--- src/hdl/page_fault_frame_replacer_top_macros.svh ---
// Assertion macros for the page fault frame replacer.
// Included by the modules that check their own control; needs clock and reset in scope.
`ifndef PAGE_FAULT_FRAME_REPLACER_TOP_MACROS_SVH
`define PAGE_FAULT_FRAME_REPLACER_TOP_MACROS_SVH

// Same-cycle implication, checked outside reset.
`define PFFR_ASSERT_NOW(label, ante, cons, msg) \
   label: assert property (@(posedge clock) disable iff (reset) (ante) |-> (cons)) \
      else $error(msg);

// Next-cycle implication, checked outside reset.
`define PFFR_ASSERT_NEXT(label, ante, cons, msg) \
   label: assert property (@(posedge clock) disable iff (reset) (ante) |=> (cons)) \
      else $error(msg);

`endif

--- src/hdl/pffr_pkg.sv ---
// Shared constants, codes and port bundles for the page fault frame replacer.
// No dependencies; imported by every module of the block.
`timescale 1ns / 1ps

package pffr_pkg;

   localparam int NUM_PAGES  = 256;
   localparam int NUM_FRAMES = 64;
   localparam int PAGE_W     = $clog2(NUM_PAGES);
   localparam int FRAME_W    = $clog2(NUM_FRAMES);
   localparam int COUNT_W    = FRAME_W + 1;
   localparam int PERM_W     = 2;
   localparam int PTE_W      = FRAME_W + PERM_W;
   localparam int SEED_W     = 32;
   localparam int ACTION_W   = 2;
   localparam int CSR_IDX_W  = 2;
   localparam int STEP_W     = $clog2(SEED_W + 1);

   localparam logic [SEED_W-1:0] LFSR_MASK = 32'h8020_0003;

   // Permission encodings: bit 0 read, bit 1 write
   localparam logic [PERM_W-1:0] PERM_NONE  = 2'b00;
   localparam logic [PERM_W-1:0] PERM_READ  = 2'b01;
   localparam logic [PERM_W-1:0] PERM_RDWR  = 2'b11;

   localparam logic [ACTION_W-1:0] ACT_GRANT_WRITE = 2'd0;
   localparam logic [ACTION_W-1:0] ACT_GRANT_READ  = 2'd1;
   localparam logic [ACTION_W-1:0] ACT_LOAD_FREE   = 2'd2;
   localparam logic [ACTION_W-1:0] ACT_REPLACE     = 2'd3;

   localparam logic [CSR_IDX_W-1:0] CSR_POLICY = 2'd0;
   localparam logic [CSR_IDX_W-1:0] CSR_FRAMES = 2'd1;
   localparam logic [CSR_IDX_W-1:0] CSR_SEED   = 2'd2;

   localparam logic POLICY_RANDOM = 1'b0;
   localparam logic POLICY_FIFO   = 1'b1;

   typedef struct packed {
      logic              rd_en;
      logic [PAGE_W-1:0] rd_addr;
      logic              wr_en;
      logic [PAGE_W-1:0] wr_addr;
      logic [PTE_W-1:0]  wr_data;
   } pt_req_type;

   typedef struct packed {
      logic               rd_en;
      logic [FRAME_W-1:0] rd_addr;
      logic               wr_owner;
      logic               wr_ring;
      logic [FRAME_W-1:0] wr_addr;
      logic [PAGE_W-1:0]  owner_data;
      logic [FRAME_W-1:0] ring_data;
   } fm_req_type;

   typedef struct packed {
      logic [PAGE_W-1:0]  owner;
      logic [FRAME_W-1:0] ring;
   } fm_rsp_type;

   typedef struct packed {
      logic               start;
      logic               short_op;
      logic [SEED_W-1:0]  dividend;
      logic [COUNT_W-1:0] divisor;
   } mod_req_type;

   typedef struct packed {
      logic               done;
      logic [FRAME_W-1:0] rem;
   } mod_sts_type;

endpackage

--- src/hdl/pffr_page_table.sv ---
// Page table memory: frame number and permissions per virtual page.
// Synchronous read, one write port; per-entry flags make unwritten entries read as zero.
`timescale 1ns / 1ps

module pffr_page_table import pffr_pkg::*; (
   input  logic             clock,
   input  logic             reset,
   input  pt_req_type       req,
   output logic [PTE_W-1:0] rd_data
);

   logic [PTE_W-1:0]     mem [NUM_PAGES];
   logic [NUM_PAGES-1:0] filled_ff;
   logic [PTE_W-1:0]     data_ff;
   logic                 hit_ff;

   always_ff @(posedge clock) begin
      if (req.wr_en) begin
         mem[req.wr_addr] <= req.wr_data;
      end
      if (req.rd_en) begin
         data_ff <= mem[req.rd_addr];
      end
   end

   always_ff @(posedge clock) begin
      if (reset) begin
         filled_ff <= '0;
         hit_ff    <= 1'b0;
      end else begin
         if (req.wr_en) begin
            filled_ff[req.wr_addr] <= 1'b1;
         end
         if (req.rd_en) begin
            hit_ff <= filled_ff[req.rd_addr];
         end
      end
   end

   assign rd_data = hit_ff ? data_ff : '0;

endmodule

--- src/hdl/pffr_frame_table.sv ---
// Frame table memory: owner page per frame and the FIFO ring of frames, same addressing.
// Synchronous read of both fields; each field has its own write enable.
`timescale 1ns / 1ps

module pffr_frame_table import pffr_pkg::*; (
   input  logic       clock,
   input  fm_req_type req,
   output fm_rsp_type rd_data
);

   logic [PAGE_W-1:0]  owner_mem [NUM_FRAMES];
   logic [FRAME_W-1:0] ring_mem  [NUM_FRAMES];
   fm_rsp_type         data_ff;

   always_ff @(posedge clock) begin
      if (req.wr_owner) begin
         owner_mem[req.wr_addr] <= req.owner_data;
      end
      if (req.wr_ring) begin
         ring_mem[req.wr_addr] <= req.ring_data;
      end
      if (req.rd_en) begin
         data_ff.owner <= owner_mem[req.rd_addr];
         data_ff.ring  <= ring_mem[req.rd_addr];
      end
   end

   assign rd_data = data_ff;

endmodule

--- src/hdl/pffr_mod.sv ---
// Bit-serial remainder unit: dividend modulo the active frame count, one bit per cycle.
// Short operations take the low COUNT_W bits only; uses pffr_pkg and the assertion macros.
`timescale 1ns / 1ps
`include "page_fault_frame_replacer_top_macros.svh"

module pffr_mod import pffr_pkg::*; (
   input  logic        clock,
   input  logic        reset,
   input  mod_req_type req,
   output mod_sts_type sts
);

   logic               busy_ff, busy_in;
   logic               done_ff, done_in;
   logic [STEP_W-1:0]  cnt_ff, cnt_in;
   logic [SEED_W-1:0]  dvd_ff, dvd_in;
   logic [COUNT_W-1:0] div_ff, div_in;
   logic [FRAME_W-1:0] rem_ff, rem_in;
   logic [COUNT_W-1:0] trial;

   // Remainder stays below the divisor, so the shifted value fits COUNT_W bits
   assign trial = {rem_ff, dvd_ff[SEED_W-1]};

   always_comb begin
      busy_in = busy_ff;
      done_in = 1'b0;
      cnt_in  = cnt_ff;
      dvd_in  = dvd_ff;
      div_in  = div_ff;
      rem_in  = rem_ff;
      if (req.start) begin
         busy_in = 1'b1;
         div_in  = req.divisor;
         rem_in  = '0;
         if (req.short_op) begin
            cnt_in = STEP_W'(COUNT_W);
            dvd_in = {req.dividend[COUNT_W-1:0], {(SEED_W-COUNT_W){1'b0}}};
         end else begin
            cnt_in = STEP_W'(SEED_W);
            dvd_in = req.dividend;
         end
      end else if (busy_ff) begin
         dvd_in = {dvd_ff[SEED_W-2:0], 1'b0};
         if (trial >= div_ff) begin
            rem_in = FRAME_W'(trial - div_ff);
         end else begin
            rem_in = FRAME_W'(trial);
         end
         cnt_in = cnt_ff - 1'b1;
         if (cnt_ff == STEP_W'(1)) begin
            busy_in = 1'b0;
            done_in = 1'b1;
         end
      end
   end

   always_ff @(posedge clock) begin
      if (reset) begin
         busy_ff <= 1'b0;
         done_ff <= 1'b0;
         cnt_ff  <= '0;
      end else begin
         busy_ff <= busy_in;
         done_ff <= done_in;
         cnt_ff  <= cnt_in;
      end
   end

   always_ff @(posedge clock) begin
      dvd_ff <= dvd_in;
      div_ff <= div_in;
      rem_ff <= rem_in;
   end

   assign sts.done = done_ff;
   assign sts.rem  = rem_ff;

   `PFFR_ASSERT_NOW(a_mod_no_restart, req.start, !busy_ff, "remainder unit restarted while busy")
   `PFFR_ASSERT_NEXT(a_mod_start_busy, req.start, busy_ff, "remainder unit did not start")
   `PFFR_ASSERT_NOW(a_mod_rem_range, done_ff, {1'b0, rem_ff} < div_ff, "remainder not below divisor")

endmodule

--- src/hdl/page_fault_frame_replacer_top.sv ---
// Page fault handler with FIFO or random frame replacement; top level and sequencer.
// Uses pffr_pkg, pffr_page_table, pffr_frame_table, pffr_mod and the assertion macros.
// One fault at a time; the next is taken in the idle state, which the sequencer enters as the
// result is registered. The serial remainder unit (7 steps for ring pointers, 32 for the random
// draw) serves FIFO ring updates and random replacements.
// Reset is synchronous: page table flags clear at once, no clearing pass is needed.
`timescale 1ns / 1ps
`include "page_fault_frame_replacer_top_macros.svh"

module page_fault_frame_replacer_top import pffr_pkg::*; (
   input  logic                 clock,
   input  logic                 reset,
   input  logic                 req_valid,
   output logic                 req_stall,
   input  logic [PAGE_W-1:0]    req_fault_page,
   output logic                 rsp_valid,
   input  logic                 rsp_stall,
   output logic [ACTION_W-1:0]  rsp_action,
   output logic [FRAME_W-1:0]   rsp_frame,
   output logic                 rsp_perm_read,
   output logic                 rsp_perm_write,
   output logic                 rsp_load_from_disk,
   output logic [PAGE_W-1:0]    rsp_victim_page,
   output logic                 rsp_victim_writeback,
   input  logic                 csr_write_enable,
   input  logic [CSR_IDX_W-1:0] csr_index,
   input  logic [SEED_W-1:0]    csr_data
);

   localparam logic [3:0] S_IDLE   = 4'd0;
   localparam logic [3:0] S_LOOK   = 4'd1;
   localparam logic [3:0] S_MOD    = 4'd2;
   localparam logic [3:0] S_OWNER  = 4'd3;
   localparam logic [3:0] S_VICTIM = 4'd4;
   localparam logic [3:0] S_EVICT  = 4'd5;
   localparam logic [3:0] S_MAP    = 4'd6;
   localparam logic [3:0] S_OUT    = 4'd7;

   logic [3:0]          state_ff, state_in;
   logic                policy_ff, policy_in;
   logic [COUNT_W-1:0]  frames_ff, frames_in;
   logic [SEED_W-1:0]   lfsr_ff, lfsr_in;
   logic [COUNT_W-1:0]  alloc_ff, alloc_in;
   logic [FRAME_W-1:0]  head_ff, head_in;
   logic [FRAME_W-1:0]  tail_ff, tail_in;
   logic                repl_ff, repl_in;

   logic [PAGE_W-1:0]   page_ff, page_in;
   logic [FRAME_W-1:0]  frame_ff, frame_in;
   logic [PAGE_W-1:0]   vpage_ff, vpage_in;
   logic                wb_ff, wb_in;
   logic [ACTION_W-1:0] action_ff, action_in;
   logic [PERM_W-1:0]   perm_ff, perm_in;

   logic                rsp_valid_ff, rsp_valid_in;
   logic [ACTION_W-1:0] rsp_action_ff;
   logic [FRAME_W-1:0]  rsp_frame_ff;
   logic [PERM_W-1:0]   rsp_perm_ff;
   logic [PAGE_W-1:0]   rsp_vpage_ff;
   logic                rsp_wb_ff;
   logic                rsp_load;

   logic [COUNT_W-1:0]  count;
   logic [SEED_W-1:0]   lfsr_next;
   logic [PTE_W-1:0]    pt_rd_data;
   logic [PERM_W-1:0]   cur_perm;
   logic [FRAME_W-1:0]  cur_frame;
   pt_req_type          pt_req;
   fm_req_type          fm_req;
   fm_rsp_type          fm_rd_data;
   mod_req_type         mod_req;
   mod_sts_type         mod_sts;

   pffr_page_table u_page_table (
      .clock   (clock),
      .reset   (reset),
      .req     (pt_req),
      .rd_data (pt_rd_data)
   );

   pffr_frame_table u_frame_table (
      .clock   (clock),
      .req     (fm_req),
      .rd_data (fm_rd_data)
   );

   pffr_mod u_mod (
      .clock (clock),
      .reset (reset),
      .req   (mod_req),
      .sts   (mod_sts)
   );

   // Active frame count, clamped to 1..NUM_FRAMES
   always_comb begin
      if (frames_ff == '0) begin
         count = COUNT_W'(1);
      end else if (frames_ff > COUNT_W'(NUM_FRAMES)) begin
         count = COUNT_W'(NUM_FRAMES);
      end else begin
         count = frames_ff;
      end
   end

   assign lfsr_next = lfsr_ff[0] ? ((lfsr_ff >> 1) ^ LFSR_MASK) : (lfsr_ff >> 1);
   assign cur_perm  = pt_rd_data[PERM_W-1:0];
   assign cur_frame = pt_rd_data[PTE_W-1:PERM_W];
   assign req_stall = (state_ff != S_IDLE);
   assign rsp_load  = !rsp_valid_ff || !rsp_stall;

   always_comb begin
      state_in     = state_ff;
      policy_in    = policy_ff;
      frames_in    = frames_ff;
      lfsr_in      = lfsr_ff;
      alloc_in     = alloc_ff;
      head_in      = head_ff;
      tail_in      = tail_ff;
      repl_in      = repl_ff;
      page_in      = page_ff;
      frame_in     = frame_ff;
      vpage_in     = vpage_ff;
      wb_in        = wb_ff;
      action_in    = action_ff;
      perm_in      = perm_ff;
      rsp_valid_in = rsp_valid_ff;

      pt_req         = '0;
      pt_req.rd_addr = req_fault_page;
      fm_req         = '0;
      mod_req        = '0;
      mod_req.divisor = count;

      if (rsp_valid_ff && !rsp_stall) begin
         rsp_valid_in = 1'b0;
      end

      unique case (state_ff)
         S_IDLE: begin
            pt_req.rd_en = 1'b1;
            if (req_valid) begin
               page_in  = req_fault_page;
               state_in = S_LOOK;
            end
         end
         S_LOOK: begin
            vpage_in = '0;
            wb_in    = 1'b0;
            if (cur_perm == PERM_READ) begin
               action_in      = ACT_GRANT_WRITE;
               perm_in        = PERM_RDWR;
               frame_in       = cur_frame;
               pt_req.wr_en   = 1'b1;
               pt_req.wr_addr = page_ff;
               pt_req.wr_data = {cur_frame, PERM_RDWR};
               state_in       = S_OUT;
            end else if (cur_perm != PERM_NONE) begin
               action_in      = ACT_GRANT_READ;
               perm_in        = cur_perm | PERM_READ;
               frame_in       = cur_frame;
               pt_req.wr_en   = 1'b1;
               pt_req.wr_addr = page_ff;
               pt_req.wr_data = {cur_frame, cur_perm | PERM_READ};
               state_in       = S_OUT;
            end else if (alloc_ff < count) begin
               // Frames fill in ascending order, so the lowest free one is the fill count
               action_in = ACT_LOAD_FREE;
               perm_in   = PERM_READ;
               frame_in  = alloc_ff[FRAME_W-1:0];
               alloc_in  = alloc_ff + 1'b1;
               repl_in   = 1'b0;
               if (policy_ff == POLICY_FIFO) begin
                  fm_req.wr_ring   = 1'b1;
                  fm_req.wr_addr   = tail_ff;
                  fm_req.ring_data = alloc_ff[FRAME_W-1:0];
                  mod_req.start    = 1'b1;
                  mod_req.short_op = 1'b1;
                  mod_req.dividend = SEED_W'({1'b0, tail_ff} + 1'b1);
                  state_in         = S_MOD;
               end else begin
                  state_in = S_MAP;
               end
            end else begin
               action_in     = ACT_REPLACE;
               perm_in       = PERM_READ;
               repl_in       = 1'b1;
               mod_req.start = 1'b1;
               if (policy_ff == POLICY_FIFO) begin
                  fm_req.rd_en     = 1'b1;
                  fm_req.rd_addr   = head_ff;
                  mod_req.short_op = 1'b1;
                  mod_req.dividend = SEED_W'({1'b0, head_ff} + 1'b1);
               end else begin
                  lfsr_in          = lfsr_next;
                  mod_req.dividend = lfsr_next;
               end
               state_in = S_MOD;
            end
         end
         S_MOD: begin
            if (mod_sts.done) begin
               if (!repl_ff) begin
                  tail_in  = mod_sts.rem;
                  state_in = S_MAP;
               end else begin
                  // Ring read data is still held from the lookup cycle
                  if (policy_ff == POLICY_FIFO) begin
                     frame_in = fm_rd_data.ring;
                     head_in  = mod_sts.rem;
                  end else begin
                     frame_in = mod_sts.rem;
                  end
                  state_in = S_OWNER;
               end
            end
         end
         S_OWNER: begin
            fm_req.rd_en   = 1'b1;
            fm_req.rd_addr = frame_ff;
            state_in       = S_VICTIM;
         end
         S_VICTIM: begin
            vpage_in       = fm_rd_data.owner;
            pt_req.rd_en   = 1'b1;
            pt_req.rd_addr = fm_rd_data.owner;
            state_in       = S_EVICT;
         end
         S_EVICT: begin
            wb_in          = cur_perm[1];
            pt_req.wr_en   = 1'b1;
            pt_req.wr_addr = vpage_ff;
            pt_req.wr_data = '0;
            state_in       = S_MAP;
         end
         S_MAP: begin
            pt_req.wr_en      = 1'b1;
            pt_req.wr_addr    = page_ff;
            pt_req.wr_data    = {frame_ff, PERM_READ};
            fm_req.wr_owner   = 1'b1;
            fm_req.wr_addr    = frame_ff;
            fm_req.owner_data = page_ff;
            state_in          = S_OUT;
         end
         S_OUT: begin
            // Hold until the output register is free
            if (rsp_load) begin
               rsp_valid_in = 1'b1;
               state_in     = S_IDLE;
            end
         end
         default: begin
            state_in = S_IDLE;
         end
      endcase

      if (csr_write_enable) begin
         unique case (csr_index)
            CSR_POLICY: policy_in = csr_data[0];
            CSR_FRAMES: frames_in = csr_data[COUNT_W-1:0];
            CSR_SEED:   lfsr_in   = (csr_data == '0) ? SEED_W'(1) : csr_data;
            default: begin
            end
         endcase
      end
   end

   always_ff @(posedge clock) begin
      if (reset) begin
         state_ff     <= S_IDLE;
         policy_ff    <= POLICY_FIFO;
         frames_ff    <= COUNT_W'(NUM_FRAMES);
         lfsr_ff      <= SEED_W'(1);
         alloc_ff     <= '0;
         head_ff      <= '0;
         tail_ff      <= '0;
         repl_ff      <= 1'b0;
         rsp_valid_ff <= 1'b0;
      end else begin
         state_ff     <= state_in;
         policy_ff    <= policy_in;
         frames_ff    <= frames_in;
         lfsr_ff      <= lfsr_in;
         alloc_ff     <= alloc_in;
         head_ff      <= head_in;
         tail_ff      <= tail_in;
         repl_ff      <= repl_in;
         rsp_valid_ff <= rsp_valid_in;
      end
   end

   always_ff @(posedge clock) begin
      page_ff   <= page_in;
      frame_ff  <= frame_in;
      vpage_ff  <= vpage_in;
      wb_ff     <= wb_in;
      action_ff <= action_in;
      perm_ff   <= perm_in;
      if (state_ff == S_OUT && rsp_load) begin
         rsp_action_ff <= action_ff;
         rsp_frame_ff  <= frame_ff;
         rsp_perm_ff   <= perm_ff;
         rsp_vpage_ff  <= vpage_ff;
         rsp_wb_ff     <= wb_ff;
      end
   end

   assign rsp_valid            = rsp_valid_ff;
   assign rsp_action           = rsp_action_ff;
   assign rsp_frame            = rsp_frame_ff;
   assign rsp_perm_read        = rsp_perm_ff[0];
   assign rsp_perm_write       = rsp_perm_ff[1];
   assign rsp_load_from_disk   = rsp_action_ff[1];
   assign rsp_victim_page      = rsp_vpage_ff;
   assign rsp_victim_writeback = rsp_wb_ff;

   `PFFR_ASSERT_NEXT(a_accept_to_look, req_valid && !req_stall, state_ff == S_LOOK, "transfer did not start lookup")
   `PFFR_ASSERT_NOW(a_alloc_bound, 1'b1, alloc_ff <= COUNT_W'(NUM_FRAMES), "fill count beyond frame count")
   `PFFR_ASSERT_NOW(a_mod_done_state, mod_sts.done, state_ff == S_MOD, "remainder done outside wait state")
   `PFFR_ASSERT_NOW(a_map_is_load, state_ff == S_MAP, action_ff[1], "mapping step for a grant action")

endmodule

--- config.mk ---
export PLATFORM = sky130hd
export DESIGN_NAME = page_fault_frame_replacer_top
export DESIGN_NICKNAME = d
export VERILOG_FILES = /design/src/hdl/pffr_pkg.sv /design/src/hdl/pffr_page_table.sv /design/src/hdl/pffr_frame_table.sv /design/src/hdl/pffr_mod.sv /design/src/hdl/page_fault_frame_replacer_top.sv
export VERILOG_INCLUDE_DIRS = /design/src /design/src/hdl
export SDC_FILE = /design/constraint.sdc
export NUM_CORES = 2
export LEC_CHECK = 0
export ABC_AREA = 1
export ABC_CLOCK_PERIOD_IN_PS = 13400
export BUFFER_PORTS_ARGS = -buffer_cell sky130_fd_sc_hd__buf_2
export CORE_ASPECT_RATIO = 0.75
export CORE_MARGIN = 2
export CORE_UTILIZATION = 59
export CTS_BUF_LIST = sky130_fd_sc_hd__clkbuf_4 sky130_fd_sc_hd__clkbuf_8
export DETAILED_ROUTE_END_ITERATION = 16
export MAX_ROUTING_LAYER = met4
export PLACE_DENSITY = 0.75
export SLEW_MARGIN = 10
export SYNTH_ARGS = -nofsm -noshare
export SYNTH_HDL_FRONTEND = slang
export SYNTH_SLANG_ARGS = --single-unit
export TNS_END_PERCENT = 30
--- constraint.sdc ---
create_clock -name clock -period 13.4 [get_ports clock]
set_clock_uncertainty 0.15 [all_clocks]
set_input_delay 0.67 -clock clock [delete_from_list [all_inputs] [get_ports clock]]
set_output_delay 0.67 -clock clock [all_outputs]
set_load 0.05 [all_outputs]
[Word level (Yosys, flattened, before mapping)]
Memories as Yosys holds them, arrays and structs flattened. A register that Yosys moved wholly into a read port is not among the register bits.
Cells that the tools add are included.
Word-level totals
  logic and storage cells: 181
  memories: 3
  flip-flop bits (word level): 421
  memory bits (writable): 2944
  output and inout bits: 22
  bits of input ports: 47
Cells by class
  bitwise gates (word level): 6
  order comparisons: 6
  multiplexer cells: 88
  equality and inequality tests: 16
  reduce and logical (&&, ||, !) cells: 28
  add/subtract/negate cells: 5
Memories
  u_page_table.mem: depth 256, bits a word 8, rd ports 1, clocked after memory_dff 1, write ports 1, line pffr_page_table.sv:12  | logic [PTE_W-1:0] mem [NUM_PAGES];
  u_frame_table.owner_mem: depth 64, bits a word 8, rd ports 1, clocked after memory_dff 1, write ports 1, line pffr_frame_table.sv:11  | logic [PAGE_W-1:0] owner_mem [NUM_FRAMES];
  u_frame_table.ring_mem: depth 64, bits a word 6, rd ports 1, clocked after memory_dff 1, write ports 1, line pffr_frame_table.sv:12  | logic [FRAME_W-1:0] ring_mem [NUM_FRAMES];
Operator list (count)
  $mux 32: 13
  $or 256x256->256: 1
  $mux 34: 5
  $mux 6: 15
  $mux 7: 10
  $pmux 17 s3: 1
  $mux 17: 2
  $logic_not 32->1: 1
  $pmux 4 s8: 1
  $mux 4: 6
  $mux 8: 3
  $pmux 6 s2: 2
  $mux 1: 22
  $lt 8x9->1 const B: 2
  $eq 4x3->1 const B: 4
  $pmux 8 s2: 1
  $add 6x1->7 const B: 2
  $pmux 7 s2: 1
  $reduce_and 4->1: 3
  $reduce_bool 2->1: 5
  $reduce_and 3->1: 3
  $bmux 1 s8: 1
  $demux 1 s8: 1
  $eq 4x2->1 const B: 2
  other kinds (29): 42

[Longest topological paths before layout]
  depth in word-level cells: 10
  depth in mapped cells: 21

[By module]
Synthesis repeated with hierarchy kept, for this count alone.
Second synthesis, totals
  cells, all modules: 12207
  area, all modules: 138128.7 sq um
By module, submodules not included
  pffr_page_table: seq. area each 66884.1 sq um, instances 1, area an instance 91781.8 sq um, cells each 7912
  pffr_frame_table: seq. area each 27326.2 sq um, instances 1, area an instance 37558.5 sq um, cells each 3187
  page_fault_frame_replacer_top: seq. area each 2602.5 sq um, instances 1, area an instance 6077.1 sq um, cells each 810
  pffr_mod: seq. area each 1451.4 sq um, instances 1, area an instance 2711.4 sq um, cells each 298

[Least setup slack after synthesis]
No wires, ideal clock.
  path type: register -> register
  start: register state_ff[1]
  end: memory u_page_table.mem[0][5] in the netlist's numbering (data pin)
  buffers on the path: 2
  cell stages (with the launch flop): 7
  period minus slack after synthesis: 13555 ps
  arrival time: 11214 ps
  setup slack: -155 ps
  cell sequence: dfxtp_1 > inv_1 > nor2_1 > inv_1 > buf_1 > clkbuf_1 > o21ai_0
RTL lines
  start: declaration: line page_fault_frame_replacer_top.sv:39  | logic [3:0] state_ff, state_in;
  start signal: assignment: line page_fault_frame_replacer_top.sv:279  | state_ff <= state_in;
  end: declaration: line pffr_page_table.sv:12

==> qor.txt <==
Outcome = completed
Crit Path Max Fanout = 184
GPL Wtd Cong = 0.947
Top-level I/O count = 69
Hold endpoint = lfsr_ff[26]
Vias in the first global route = 92.5k
Post-layout nets = 12.1k
First-pass GRT wire length = 586000 um
Min-delay src = csr_write_enable
Overall power = 27.1 mW
R2R Setup Slk = 6.51 ns
CTS H-tree lvls = 5
Die ar. = 241000 sq um
Clock root buffer = clkbuf_8
Core area = 235000 sq um
Post-synthesis cell count = 12.1k
FF-to-FF path depth = 17
Count of input and output buffers = 67
Commonest non-fill, non-tap cells in the layout = edfxtp_1, nor2_1, o21ai_0, nand3_1, nand2_1
Post-route setup TNS = 0 ns
Largest net degree at the start of global routing = 222
Final Slew Violations = 0
Net Count, Synth = 12.2k
CTS tree = done
Cells on Worst Hold Path = 4
DP Area = 142000 sq um
Yosys reg bits = 3384
Part of the Yosys area used for sequential elements = 70.1%
Hold Vio Cnt, Final = 0
Most common cell after layout, fill and taps aside = edfxtp_1
Synthesized area = 140000 sq um
TritonRoute pass-1 iters = 7
Worst slew pin tran = 1.31 ns
Worst slew margin = 12.7%
Final HPWL DP = 224000 um
CP Cell Sequence = nor2_4 -> nand2_4 -> nand2_2 -> o21ai_4 -> buf_12 -> inv_8 -> buf_12 -> buf_4 -> buf_4 -> o21ai_0 -> o22ai_1 -> o21ai_0 -> o211ai_1 -> nand3_1 -> nand3_1 -> nand3_1 -> nand2_1
Gates resized, CTS repair = 0
Startpoint types = flip-flop
Tightest Hold Check Type = in2reg
Clock tree sinks = 3384
Slowest cell on the critical path = buf_4
F_max = 145 MHz
Cts bufs inserted = 487
Cell variety after synth = 56
Avg Vias per Cell = 6.41
Reg2reg end = u_page_table.data_ff[0]
Overall routed net length = 397000 um
GR Util All Layers = 33.1%
FF-to-FF Start = state_ff[0]
DR iter-0 viols = 17.7k
Setup CP Type = reg2reg
Cell row count = 154
Number of synthesized flops with an enable pin = 3049
Detailed-route DRC error count = 0
Die width = 567 um
Final Cycle Share = 51.4%
Layout cells sized above 1 = 9.51%
Largest delay contributor family on the critical path = buffers and inverters
CTS max path bufs = 4
Maximum VDD drop = 0.161 mV
Filler cells = 17.1k
Worst Path Required = 14.18 ns
Initial antenna violation count = 22
Via count = 99.7k
Final instance area = 153000 sq um
CP arrival = 7.67 ns
CP Buf/Inv Count = 5
Number of routed nets with antenna violations = 0
PwrDens = 178 nW/um^2
CP max stage delay = 0.74 ns
Initial core utilization = 59.5%
Area Overhead vs Synth = 9.06%
Most frequent CP cell = nand3_1
Min Tclk post-route = 6.89 ns
Aggregate global routing overflow = 0
Die Y = 426 um
WL/cell = 25.5 um
Yosys warnings = 0
Clk slew on worst S/H paths = 0.07 ns
Static leakage = 52.4 nW
Syn Area/Cell = 11.6 sq um
Post-synth top flop = edfxtp_1
Skew-Pair Late Insertion Delay = 1.07 ns
Max-cap check violation count = 0
Async set-or-reset flop fraction in the synthesized netlist = 0%
RSZ-0062 raised after global routing = false
Number of setup violations in the final report = 0
Crit end category = flip-flop
[worst max-delay path by stage]
stage           startpoint                       to  cells past startpoint
6_report       state_ff[0]  u_page_table.data_ff[0]                     17
5_1_grt        state_ff[0]  u_page_table.data_ff[1]                     17
4_1_cts        state_ff[0]  u_page_table.data_ff[1]                     17
3_5_place_dp   state_ff[0]  u_page_table.data_ff[1]                     17
3_3_place_gp   state_ff[0]  u_page_table.data_ff[1]                     17
2_1_floorplan  state_ff[1]   u_page_table.mem[0][4]                      6
[sequential cells by signal, indices dropped and copies added, names as in the netlist, 3 cells and up]
| register | flops |
|---|---|
| frame_ff | 6 |
| u_mod.div_ff | 7 |
| u_mod.cnt_ff | 6 |
| vpage_ff | 8 |
| lfsr_ff | 32 |
| rsp_victim_page | 8 |
| head_ff | 6 |
| state_ff | 3 |
| u_frame_table.owner_mem | 512 |
| u_mod.rem_ff | 6 |
| u_page_table.mem | 2048 |
| u_mod.dvd_ff | 32 |
| u_frame_table.rd_data | 14 |
| rsp_frame | 6 |
| page_ff | 8 |
| tail_ff | 6 |
| alloc_ff | 7 |
| u_page_table.filled_ff | 256 |
| u_frame_table.ring_mem | 384 |
| frames_ff | 7 |
| u_page_table.data_ff | 8 |
[per-stage QoR]
stage | utilization (%) | hold WS, ns | setup WS (ns) | cells
floorplan | - | 0.250 | 3.47 | 12100
global placement | 60.3 | 0.270 | 6.95 | 14600
detailed placement | 60.3 | 0.262 | 6.88 | 14600
CTS | 64.9 | 0.0965 | 6.84 | 15500
global route | 64.9 | 0.194 | 6.43 | 15600
finish | 64.9 | 0.163 | 6.51 | 15600
[layout make-up]
class / count / area [sq um] / share of cell area (%)
Timing Repair Buffer: 262 / 2170 / 1.42
Clock inverter: 145 / 1010 / 0.660
Multi-Input combinational cell: 7120 / 35500 / 23.2
Clock buffer: 759 / 9080 / 5.94
Sequential cell: 3384 / 98300 / 64.3
Inverter: 754 / 2870 / 1.88
Tap cell: 3120 / 3900 / 2.55
Antenna cell: 29 / 72.6 / 0.0475
[report_power, final]
| part | internal (mW) | switching (mW) | total [mW] |
|---|---|---|---|
| Combinational | 1.52 | 4.97 | 6.49 |
| Clock | 4.50 | 3.95 | 8.45 |
| Sequential | 12.0 | 0.165 | 12.2 |
[cells in the mapped netlist, types with 9 or more instances]
library cell,count,area (sq um)
a211oi_1,9,67.6
a21oi_1,79,395
a221oi_1,21,184
a31oi_1,16,100
buf_1,34,128
buf_2,329,1650
buf_4,39,293
buf_6,15,169
clkbuf_1,448,1680
dfxtp_1,335,6710
edfxtp_1,3049,91600
ha_1,18,225
inv_1,699,2620
inv_2,50,188
nand2_1,906,3400
nand3_1,1299,6500
nand3b_1,330,2480
nor2_1,2117,7950
nor3_1,62,310
nor3_2,23,230
o211ai_1,205,1540
o21ai_0,1310,6560
o21ai_1,34,170
o21bai_1,69,518
o221ai_1,150,1310
o22ai_1,395,2470
[cell families after synthesis]
group,synth area share (%)
and+or+nand+nor,15.1
DFF,70.1
AOI/OAI and AO/OA,9.66
buffers and inverters,4.83
adders and majority gates,0.175
xor gates and xnor gates,0.0687
other,0.00268
[metal layers]
layer	wire, um	up-vias	track usage, %
li1	-	43200	-
met1	155000	48300	47.4
met2	166000	7306	44.2
met3	62300	923	10.9
met4	13600	0	11.2
met5	0	-	-
[worst min-delay path, cell delays in order]
cell and delay, ns:
buf_2 0.09, nand2_1 0.24, o21ai_0 0.28, a21oi_1 0.05
[what timing repair did]
item,4_1_cts,5_1_grt
setup endpoints to repair,0,0
buffers inserted,0,0
endpoints found under the hold margin,103,0
hold buffers,64,0
(Power assumes the default switching activity.)
